[src/hdl/open_addressing_hash_table_defines.svh]
// Assertion macros shared by the hash table RTL.
// Depends on nothing; users must have signals named clock and reset in scope.
// Include guard follows.
`ifndef OPEN_ADDRESSING_HASH_TABLE_DEFINES_SVH
`define OPEN_ADDRESSING_HASH_TABLE_DEFINES_SVH

// Same-cycle implication, sampled on the rising clock edge, off during reset.
`define OAHT_ASSERT_IMP(lbl, ante, cons, msg) \
   lbl: assert property (@(posedge clock) disable iff (reset) (ante) |-> (cons)) \
      else $error(msg);

// Next-cycle implication, sampled on the rising clock edge, off during reset.
`define OAHT_ASSERT_NXT(lbl, ante, cons, msg) \
   lbl: assert property (@(posedge clock) disable iff (reset) (ante) |=> (cons)) \
      else $error(msg);

`endif

[src/hdl/oaht_pkg.sv]
// Package for the open-addressed hash table: sizes, codes, payload types.
// Used by oaht_hash and open_addressing_hash_table; depends on nothing.
package oaht_pkg;

   localparam int TABLE_SLOTS = 16;
   localparam int SLOT_W      = $clog2(TABLE_SLOTS);
   localparam int KEY_W       = 16;
   localparam int RSP_SLOT_W  = 4;
   localparam int RSP_COUNT_W = 5;
   localparam int STEP_DIV    = TABLE_SLOTS - 1;

   // Ceiling reciprocals scaled by 2**32; exact quotients for 16-bit keys.
   localparam logic [32:0] HOME_RECIP =
      33'(((64'd1 << 32) + 64'(TABLE_SLOTS) - 64'd1) / 64'(TABLE_SLOTS));
   localparam logic [32:0] STEP_RECIP =
      33'(((64'd1 << 32) + 64'(STEP_DIV) - 64'd1) / 64'(STEP_DIV));

   localparam logic CMD_INSERT = 1'b0;
   localparam logic CMD_SEARCH = 1'b1;

   localparam logic [1:0] MODE_LINEAR    = 2'd0;
   localparam logic [1:0] MODE_QUADRATIC = 2'd1;
   localparam logic [1:0] MODE_DOUBLE    = 2'd2;
   localparam logic [1:0] MODE_UNUSED    = 2'd3;

   localparam logic [1:0] STATUS_INSERTED  = 2'd0;
   localparam logic [1:0] STATUS_FULL      = 2'd1;
   localparam logic [1:0] STATUS_FOUND     = 2'd2;
   localparam logic [1:0] STATUS_NOT_FOUND = 2'd3;

   typedef enum logic [1:0] {
      S_IDLE,
      S_HASH,
      S_PREP,
      S_PROBE
   } state_type;

   typedef struct packed {
      logic             cmd;
      logic [KEY_W-1:0] key;
   } req_type;

   typedef struct packed {
      logic [1:0]             status;
      logic [RSP_SLOT_W-1:0]  slot;
      logic [RSP_COUNT_W-1:0] probe_count;
   } rsp_type;

   typedef struct packed {
      logic [SLOT_W-1:0] home;
      logic [SLOT_W-1:0] step;
   } hash_type;

endpackage

[src/hdl/oaht_hash.sv]
// Home slot and double-hashing step of a key, by reciprocal multiplication.
// Depends on oaht_pkg.
module oaht_hash
   import oaht_pkg::*;
(
   input  logic             clock,
   input  logic             load,
   input  logic [KEY_W-1:0] key,
   output hash_type         hash
);

   logic [48:0]      home_prod;
   logic [48:0]      step_prod;
   logic [KEY_W-1:0] q_home_ff;
   logic [KEY_W-1:0] q_step_ff;
   logic [31:0]      home_rem;
   logic [31:0]      step_rem;
   logic [31:0]      home_fix;
   logic [31:0]      step_fix;

   assign home_prod = 49'(key) * 49'(HOME_RECIP);
   assign step_prod = 49'(key) * 49'(STEP_RECIP);

   // Quotients are registered before the back-multiplication.
   always_ff @(posedge clock) begin
      if (load) begin
         q_home_ff <= home_prod[47:32];
         q_step_ff <= step_prod[47:32];
      end
   end

   always_comb begin
      home_rem = 32'(key) - 32'(q_home_ff) * 32'(TABLE_SLOTS);
      step_rem = 32'(key) - 32'(q_step_ff) * 32'(STEP_DIV);
      home_fix = (home_rem >= 32'(TABLE_SLOTS)) ? home_rem - 32'(TABLE_SLOTS) : home_rem;
      step_fix = (step_rem >= 32'(STEP_DIV)) ? step_rem - 32'(STEP_DIV) : step_rem;
      hash.home = SLOT_W'(home_fix);
      hash.step = SLOT_W'(step_fix + 32'd1);
   end

endmodule

[src/hdl/open_addressing_hash_table.sv]
// Open-addressed hash table of TABLE_SLOTS 16-bit keys, insert and search.
// Depends on oaht_pkg, oaht_hash and open_addressing_hash_table_defines.svh.
//
// Usage: a request transfer on req_* carries a command (insert or search)
// and a key. Exactly one response transfer on rsp_* follows for each request,
// giving status, slot and probe count. csr_we/csr_wdata write the probe rule
// (linear, quadratic, double hashing); write it only while no request is open.
// Sequence: after a request transfer the block registers the quotients of the
// multiplies, forms the home slot and step, and then probes slots one after
// another (1 to TABLE_SLOTS), the key memory delivering one entry per cycle.
// The response is registered when the last probe ends. Requests are processed
// one at a time. Reset clears the slot occupancy bits, the probe rule, the
// sequencer state and the response valid flag at once; there is no clearing
// pass.
// When the receiver stalls, the finished response waits in the output register
// and a new request is still accepted; if the next request finishes while the
// old response is still held, the probe unit stalls on its last slot.
`include "open_addressing_hash_table_defines.svh"

module open_addressing_hash_table
   import oaht_pkg::*;
(
   input  logic       clock,
   input  logic       reset,
   input  logic       req_valid,
   output logic       req_ready,
   input  req_type    req_data,
   output logic       rsp_valid,
   input  logic       rsp_ready,
   output rsp_type    rsp_data,
   input  logic       csr_we,
   input  logic [1:0] csr_wdata
);

   state_type state_ff, state_in;

   logic [1:0]        mode_ff;
   logic              cmd_ff;
   logic [KEY_W-1:0]  key_ff;
   logic [SLOT_W-1:0] cur_pos_ff, cur_pos_in;
   logic [SLOT_W-1:0] inc_ff, inc_in;
   logic [SLOT_W-1:0] count_ff, count_in;
   logic              bad_ff, bad_in;
   logic [TABLE_SLOTS-1:0] used_ff;
   logic              rsp_valid_ff;
   rsp_type           rsp_data_ff, rsp_data_in;

   // Key storage: one synchronous-read memory, one entry per slot.
   logic [KEY_W-1:0]  key_mem [TABLE_SLOTS];
   logic [KEY_W-1:0]  rd_key_ff;
   logic [SLOT_W-1:0] rd_addr;
   logic              mem_we;

   hash_type          hash;
   logic              req_xfer;
   logic              is_search;
   logic              hit_empty;
   logic              hit_match;
   logic              last_probe;
   logic              done;
   logic              out_free;
   logic              finish;
   logic              advance;
   logic [SLOT_W:0]   pos_sum;
   logic [SLOT_W:0]   inc_sum;
   logic [SLOT_W-1:0] next_pos;
   logic [SLOT_W-1:0] next_inc;

   assign req_xfer  = req_valid && req_ready;
   assign req_ready = (state_ff == S_IDLE);
   assign rsp_valid = rsp_valid_ff;
   assign rsp_data  = rsp_data_ff;

   oaht_hash u_hash (
      .clock (clock),
      .load  (state_ff == S_HASH),
      .key   (key_ff),
      .hash  (hash)
   );

   // Probe evaluation: rd_key_ff holds the key stored at cur_pos_ff.
   assign is_search  = (cmd_ff == CMD_SEARCH);
   assign hit_empty  = !used_ff[cur_pos_ff];
   assign hit_match  = is_search && !hit_empty && (rd_key_ff == key_ff);
   assign last_probe = (count_ff == SLOT_W'(TABLE_SLOTS - 1));
   assign done       = bad_ff || hit_empty || hit_match || last_probe;
   assign out_free   = !rsp_valid_ff || rsp_ready;
   assign finish     = (state_ff == S_PROBE) && done && out_free;
   assign advance    = (state_ff == S_PROBE) && !done;
   assign mem_we     = finish && !bad_ff && hit_empty && !is_search;

   // Next probe slot and the quadratic increment, each reduced by one subtract.
   always_comb begin
      pos_sum  = {1'b0, cur_pos_ff} + {1'b0, inc_ff};
      next_pos = (pos_sum >= (SLOT_W+1)'(TABLE_SLOTS)) ?
                 SLOT_W'(pos_sum - (SLOT_W+1)'(TABLE_SLOTS)) : SLOT_W'(pos_sum);
      inc_sum  = {1'b0, inc_ff} + (SLOT_W+1)'(2);
      next_inc = (inc_sum >= (SLOT_W+1)'(TABLE_SLOTS)) ?
                 SLOT_W'(inc_sum - (SLOT_W+1)'(TABLE_SLOTS)) : SLOT_W'(inc_sum);
   end

   // Read address: home slot on entry, next slot while probing, else hold.
   always_comb begin
      if (state_ff == S_PREP) begin
         rd_addr = hash.home;
      end else if (advance) begin
         rd_addr = next_pos;
      end else begin
         rd_addr = cur_pos_ff;
      end
   end

   always_ff @(posedge clock) begin
      if (mem_we) begin
         key_mem[cur_pos_ff] <= key_ff;
      end
      rd_key_ff <= key_mem[rd_addr];
   end

   // Response contents for the probe that ends the request.
   always_comb begin
      rsp_data_in.slot        = RSP_SLOT_W'(cur_pos_ff);
      rsp_data_in.probe_count = RSP_COUNT_W'(count_ff);
      if (bad_ff) begin
         rsp_data_in.status = is_search ? STATUS_NOT_FOUND : STATUS_FULL;
      end else if (hit_empty) begin
         rsp_data_in.status = is_search ? STATUS_NOT_FOUND : STATUS_INSERTED;
      end else if (hit_match) begin
         rsp_data_in.status = STATUS_FOUND;
      end else begin
         rsp_data_in.status      = is_search ? STATUS_NOT_FOUND : STATUS_FULL;
         rsp_data_in.probe_count = RSP_COUNT_W'(TABLE_SLOTS);
      end
   end

   // Control sequencer.
   always_comb begin
      state_in   = state_ff;
      cur_pos_in = cur_pos_ff;
      inc_in     = inc_ff;
      count_in   = count_ff;
      bad_in     = bad_ff;
      case (state_ff)
         S_IDLE: begin
            if (req_xfer) begin
               state_in = S_HASH;
            end
         end
         S_HASH: begin
            state_in = S_PREP;
         end
         S_PREP: begin
            state_in   = S_PROBE;
            cur_pos_in = hash.home;
            count_in   = '0;
            bad_in     = (mode_ff == MODE_UNUSED);
            inc_in     = (mode_ff == MODE_DOUBLE) ? hash.step : SLOT_W'(1);
         end
         S_PROBE: begin
            if (finish) begin
               state_in = S_IDLE;
            end else if (advance) begin
               cur_pos_in = next_pos;
               count_in   = count_ff + SLOT_W'(1);
               if (mode_ff == MODE_QUADRATIC) begin
                  inc_in = next_inc;
               end
            end
         end
         default: begin
            state_in = S_IDLE;
         end
      endcase
   end

   always_ff @(posedge clock) begin
      if (reset) begin
         state_ff <= S_IDLE;
      end else begin
         state_ff <= state_in;
      end
   end

   always_ff @(posedge clock) begin
      cur_pos_ff <= cur_pos_in;
      inc_ff     <= inc_in;
      count_ff   <= count_in;
      bad_ff     <= bad_in;
      if (req_xfer) begin
         cmd_ff <= req_data.cmd;
         key_ff <= req_data.key;
      end
      if (finish) begin
         rsp_data_ff <= rsp_data_in;
      end
   end

   always_ff @(posedge clock) begin
      if (reset) begin
         mode_ff      <= MODE_LINEAR;
         used_ff      <= '0;
         rsp_valid_ff <= 1'b0;
      end else begin
         if (csr_we) begin
            mode_ff <= csr_wdata;
         end
         if (mem_we) begin
            used_ff[cur_pos_ff] <= 1'b1;
         end
         if (finish) begin
            rsp_valid_ff <= 1'b1;
         end else if (rsp_ready) begin
            rsp_valid_ff <= 1'b0;
         end
      end
   end

   // An insert only ever lands in a slot that was free.
   `OAHT_ASSERT_IMP(a_insert_free_slot, mem_we, !used_ff[cur_pos_ff], "insert hit a used slot")
   // The occupancy bit follows the key write.
   `OAHT_ASSERT_NXT(a_used_after_write, mem_we, used_ff[$past(cur_pos_ff)], "used bit not set")
   // Probing always starts at probe zero on the home slot.
   `OAHT_ASSERT_NXT(a_probe_start, state_ff == S_PREP,
      state_ff == S_PROBE && count_ff == '0, "probe did not restart at zero")

endmodule
[config.mk]
export PLATFORM = sky130hd
export DESIGN_NAME = open_addressing_hash_table
export DESIGN_NICKNAME = d
export VERILOG_FILES = /design/src/hdl/oaht_pkg.sv /design/src/hdl/oaht_hash.sv /design/src/hdl/open_addressing_hash_table.sv
export VERILOG_INCLUDE_DIRS = /design/src /design/src/hdl
export SDC_FILE = /design/constraint.sdc
export NUM_CORES = 1
export LEC_CHECK = 0
export BUFFER_PORTS_ARGS = -buffer_cell sky130_fd_sc_hd__buf_4
export CORE_UTILIZATION = 50
export DETAILED_ROUTE_END_ITERATION = 7
export PLACE_DENSITY = 0.66
export SYNTH_ARGS = -nofsm -noshare
export SYNTH_HDL_FRONTEND = slang
export SYNTH_HIERARCHICAL = 1
export SYNTH_SLANG_ARGS = --single-unit
[constraint.sdc]
create_clock -name clock -period 4.9 [get_ports clock]
set_clock_uncertainty 0.15 [all_clocks]
set_input_delay 0.49 -clock clock [delete_from_list [all_inputs] [get_ports clock]]
set_output_delay 0.49 -clock clock [all_outputs]
set_load 0.05 [all_outputs]
==> flow_summary_export.csv <==
group,metric,value,unit
cts,clkTransAtPathRegs,0.06,ns
setup_path,cp-endpoint,"inc_ff[2]$_DFFE_PP_",
global_route,grt_first_pass_wirelength,71670,um
logic_synthesis,synth-xor-area-share,0.02123,
layout,fillers,2909,
logic_synthesis,synth-edff-count,310,
setup_path,slowest_delay,0.53,ns
routing,vias_per_cell,5.647,
floorplan,initial_utilization,0.5135,
logic_synthesis,synthFlopType,"edfxtp_1",
setup_path,cp_common_cell,"fa_1",
global_route,grtUsageTotal,0.2418,
global_route,grt_overflow,0,
cts,root_buffer,"clkbuf_16",
sta,min_period_over_period,1.012,
setup_path,r2r_end,"inc_ff[2]$_DFFE_PP_",
setup_path,path_depth,22,
cts,cts_tree,"yes",
logic_synthesis,yosys_warnings,6,
sta,drv_slew,0,
logic_synthesis,synth-simple-area-share,0.07878,
layout,drive_above_1_share,0.2116,
layout,num_antenna_cells,0,
setup_path,worstPathRequired,5.03,ns
outcome,violations,"setup timing",
logic_synthesis,syn_area,18980,um^2
logic_synthesis,synth_fp_nets,1769,
logic_synthesis,syn_avg_cell_area,12.33,um^2
setup_path,rrSetupSlack,-0.06,ns
sta,hold_viol,0,
setup_path,critPathLaunch,"u_hash/q_step_ff[3]$_DFFE_PP_",
logic_synthesis,postSynthCellCount,1539,
sta,rsz0062_at_grt,"yes",
setup_path,critPathBufInv,5,
layout,layout_commonest_cell,"edfxtp_1",
cts,cts.htree.levels,2,
setup_path,endpoint_kind,"flip-flop",
setup_path,reg2regPathDepth,22,
cts,clock_latency,0.55,ns
sta,setup_viol,2,
cts,clkSinkCount,347,
logic_synthesis,synth-seq-cells,347,
routing,drt_iter0_drc,1070,
cts,numCtsBuffers,38,
setup_path,worstPathArrival,5.09,ns
global_route,antenna_found_initial,1,
cts,cts_buffer_depth,3,
logic_synthesis,seq_area_frac_synth,0.5295,
layout,area_growth,19.57,%
routing,wirelength,46170,um
routing,drc,0,
floorplan,core_area,36960,um^2
logic_synthesis,synth_top_family_by_area,"adder cells",
logic_synthesis,synth_compound_area_frac,0.1239,
floorplan,io_pins,37,
sta,slew_headroom,0.2341,
floorplan,die_area,38740,um^2
sta,setup_ws,-0.05974,ns
routing,avgRoutedWirePerCell,20.54,um
setup_path,crit_fanout,6,
outcome,status,"complete, but fails checks",
layout,post-route-util,0.6139,
routing,antenna_left,0,
global_route,grt_max_degree,81,
floorplan,die_w,196.8,um
placed_design,dpl_cell_area,20740,um^2
floorplan,die_y,196.8,um
placed_design,port_buffers,36,
sta,layout_min_cycle_time,4.960,ns
logic_synthesis,async_reset_ff_frac,0,
setup_path,path_cells,"inv_2 > fa_1 > inv_1 > fa_1 > fa_1 > inv_2 > ha_4 > buf_6 > o21a_1 > o21a_1 > o22ai_4 > mux2i_1 > a211oi_2 > nand4_1 > nor4_4 > buf_6 > xnor2_2 > ha_2 > xor2_1 > xnor2_1 > nand2_1 > o21ai_1",
min_path,worstHoldPathType,"input port to flip-flop",
sta,worstMarginPinSlew,1.149,ns
logic_synthesis,synth_fa_ha_area_frac,0.1619,
floorplan,fp-row-count,70,
setup_path,r2r-start,"u_hash/q_step_ff[3]$_DFFE_PP_",
sta,clock.fmax,201.6,MHz
setup_path,cp_top_family,"adder cells",
logic_synthesis,synth.mux.area_fraction,0.02828,
min_path,hold_depth,3,
placed_design,dp_hpwl,30580,um
setup_path,cpMaxStageDelayCell,"fa_1",
layout,layout.nets,1946,
layout,mostFrequentLayoutCells,"edfxtp_1, buf_4, inv_1",
setup_path,crit_type,"flip-flop to flip-flop",
logic_synthesis,synth_cell_type_count,68,
setup_path,startpoint_type,"flip-flop",
routing,drt_pass1_iterations,5,
global_route,grt_pass1_vias,12945,
placed_design,gp_congestion,0.8692,
routing,via_count,12695,
layout,fin_area,22690,um^2
run,maxCapViolCount,0,
## Yosys cell counts (16+ instances only)
| cell | instances | area (um^2) |
|---|---|---|
| fa_1 | 66 | 1321 |
| xnor2_1 | 28 | 245.2 |
| a221oi_1 | 48 | 420.4 |
| or3_1 | 17 | 106.4 |
| xor2_1 | 18 | 157.7 |
| o32ai_1 | 32 | 280.3 |
| a21oi_1 | 76 | 380.4 |
| nand2_1 | 90 | 337.8 |
| dfxtp_1 | 37 | 740.7 |
| a211oi_1 | 27 | 202.7 |
| nor2_1 | 82 | 307.8 |
| a31oi_1 | 36 | 225.2 |
| and2_1 | 34 | 212.7 |
| o21ai_0 | 30 | 150.1 |
| edfxtp_1 | 310 | 9309 |
| inv_1 | 190 | 713.2 |
| ha_1 | 140 | 1752 |
| nand3_1 | 16 | 80.08 |
| clkbuf_1 | 53 | 198.9 |
| mux2i_1 | 42 | 420.4 |
## worst reg2reg max path, delay by kind of cell (launching register included)
family | cells | cell delay (ns)
AOI/OAI and AO/OA | 5 | 0.77
buffers and inverters | 5 | 0.47
and+or+nand+nor | 3 | 0.51
DFF | 1 | 0.36
muxes | 1 | 0.11
adders and majority gates | 5 | 1.97
xor gates and xnor gates | 3 | 0.37
## cells by family (layout without fill, tap and decap cells)
group	after synthesis	count (layout)
xor+xnor	46	46
fa+ha+maj	206	206
simple gates	308	308
flops	347	347
compound gates	318	318
buf+inv	266	471
mux	48	48
## flip-flops by register name, summed over array words and instances (netlist names), 4 cells and up
name / cells
cur_pos_ff: 4
key_mem: 256
rsp_data: 11
used_ff: 16
rd_key_ff: 16
inc_ff: 4
key_ff: 16
u_hash/q_step_ff: 13
count_ff: 4
## worst min-delay path by stage
stage,to,from,slack [ns]
after floorplan,rsp_data[8]$_DFFE_PP_,cur_pos_ff[3]$_DFFE_PP_,0.27
after global placement,used_ff[6]$_SDFFE_PP0N_,used_ff[6]$_SDFFE_PP0N_,0.30
after detailed placement,used_ff[7]$_SDFFE_PP0N_,used_ff[7]$_SDFFE_PP0N_,0.31
after CTS,mode_ff[1]$_SDFFE_PP0P_,csr_wdata[1],0.009
after global routing,mode_ff[0]$_SDFFE_PP0P_,csr_wdata[0],0.06
final,mode_ff[1]$_SDFFE_PP0P_,csr_wdata[1],0.03
## layout make-up
class	instances	area (um^2)	share of cell area
Multi-Input combinational cell	926	8335	0.3673
Timing Repair Buffer	213	1698	0.07482
Sequential cell	347	10050	0.4429
Inverter	190	713.2	0.03143
Clock inverter	19	222.7	0.009815
Tap cell	504	630.6	0.02779
Clock buffer	49	1042	0.04593
## per-stage QoR
| stage | setup TNS (ns) | setup slack [ns] | hold slack (ns) | instances |
|---|---|---|---|---|
| floorplan | -0.005453 | -0.005453 | 0.2744 | 1539 |
| global placement | -0.5593 | -0.3177 | 0.2953 | 2144 |
| detailed placement | -1.180 | -0.4244 | 0.3064 | 2144 |
| global route | -0.9465 | -0.3990 | 0.05806 | 2248 |
| finish | -0.08389 | -0.05974 | 0.03082 | 2248 |
| CTS | -0.1710 | -0.1528 | 0.008728 | 2240 |
## layer usage
metal  GRT usage  wire length, um
met4     0.07752             1115
met1      0.3183            19650
met3     0.03149             2280
met2      0.4150            23120
met5           0                0
## what timing repair did
item                                    CTS  global route
gates resized for setup                  45            36
pin swaps                                40            36
endpoints found under the setup margin    6            11
setup buffers                            13             8
endpoints found under the hold margin    17             0
hold buffers                             17             0
Power is not shown: default switching activity piles up to over one toggle a cycle in this logic, so the estimate is an artifact.
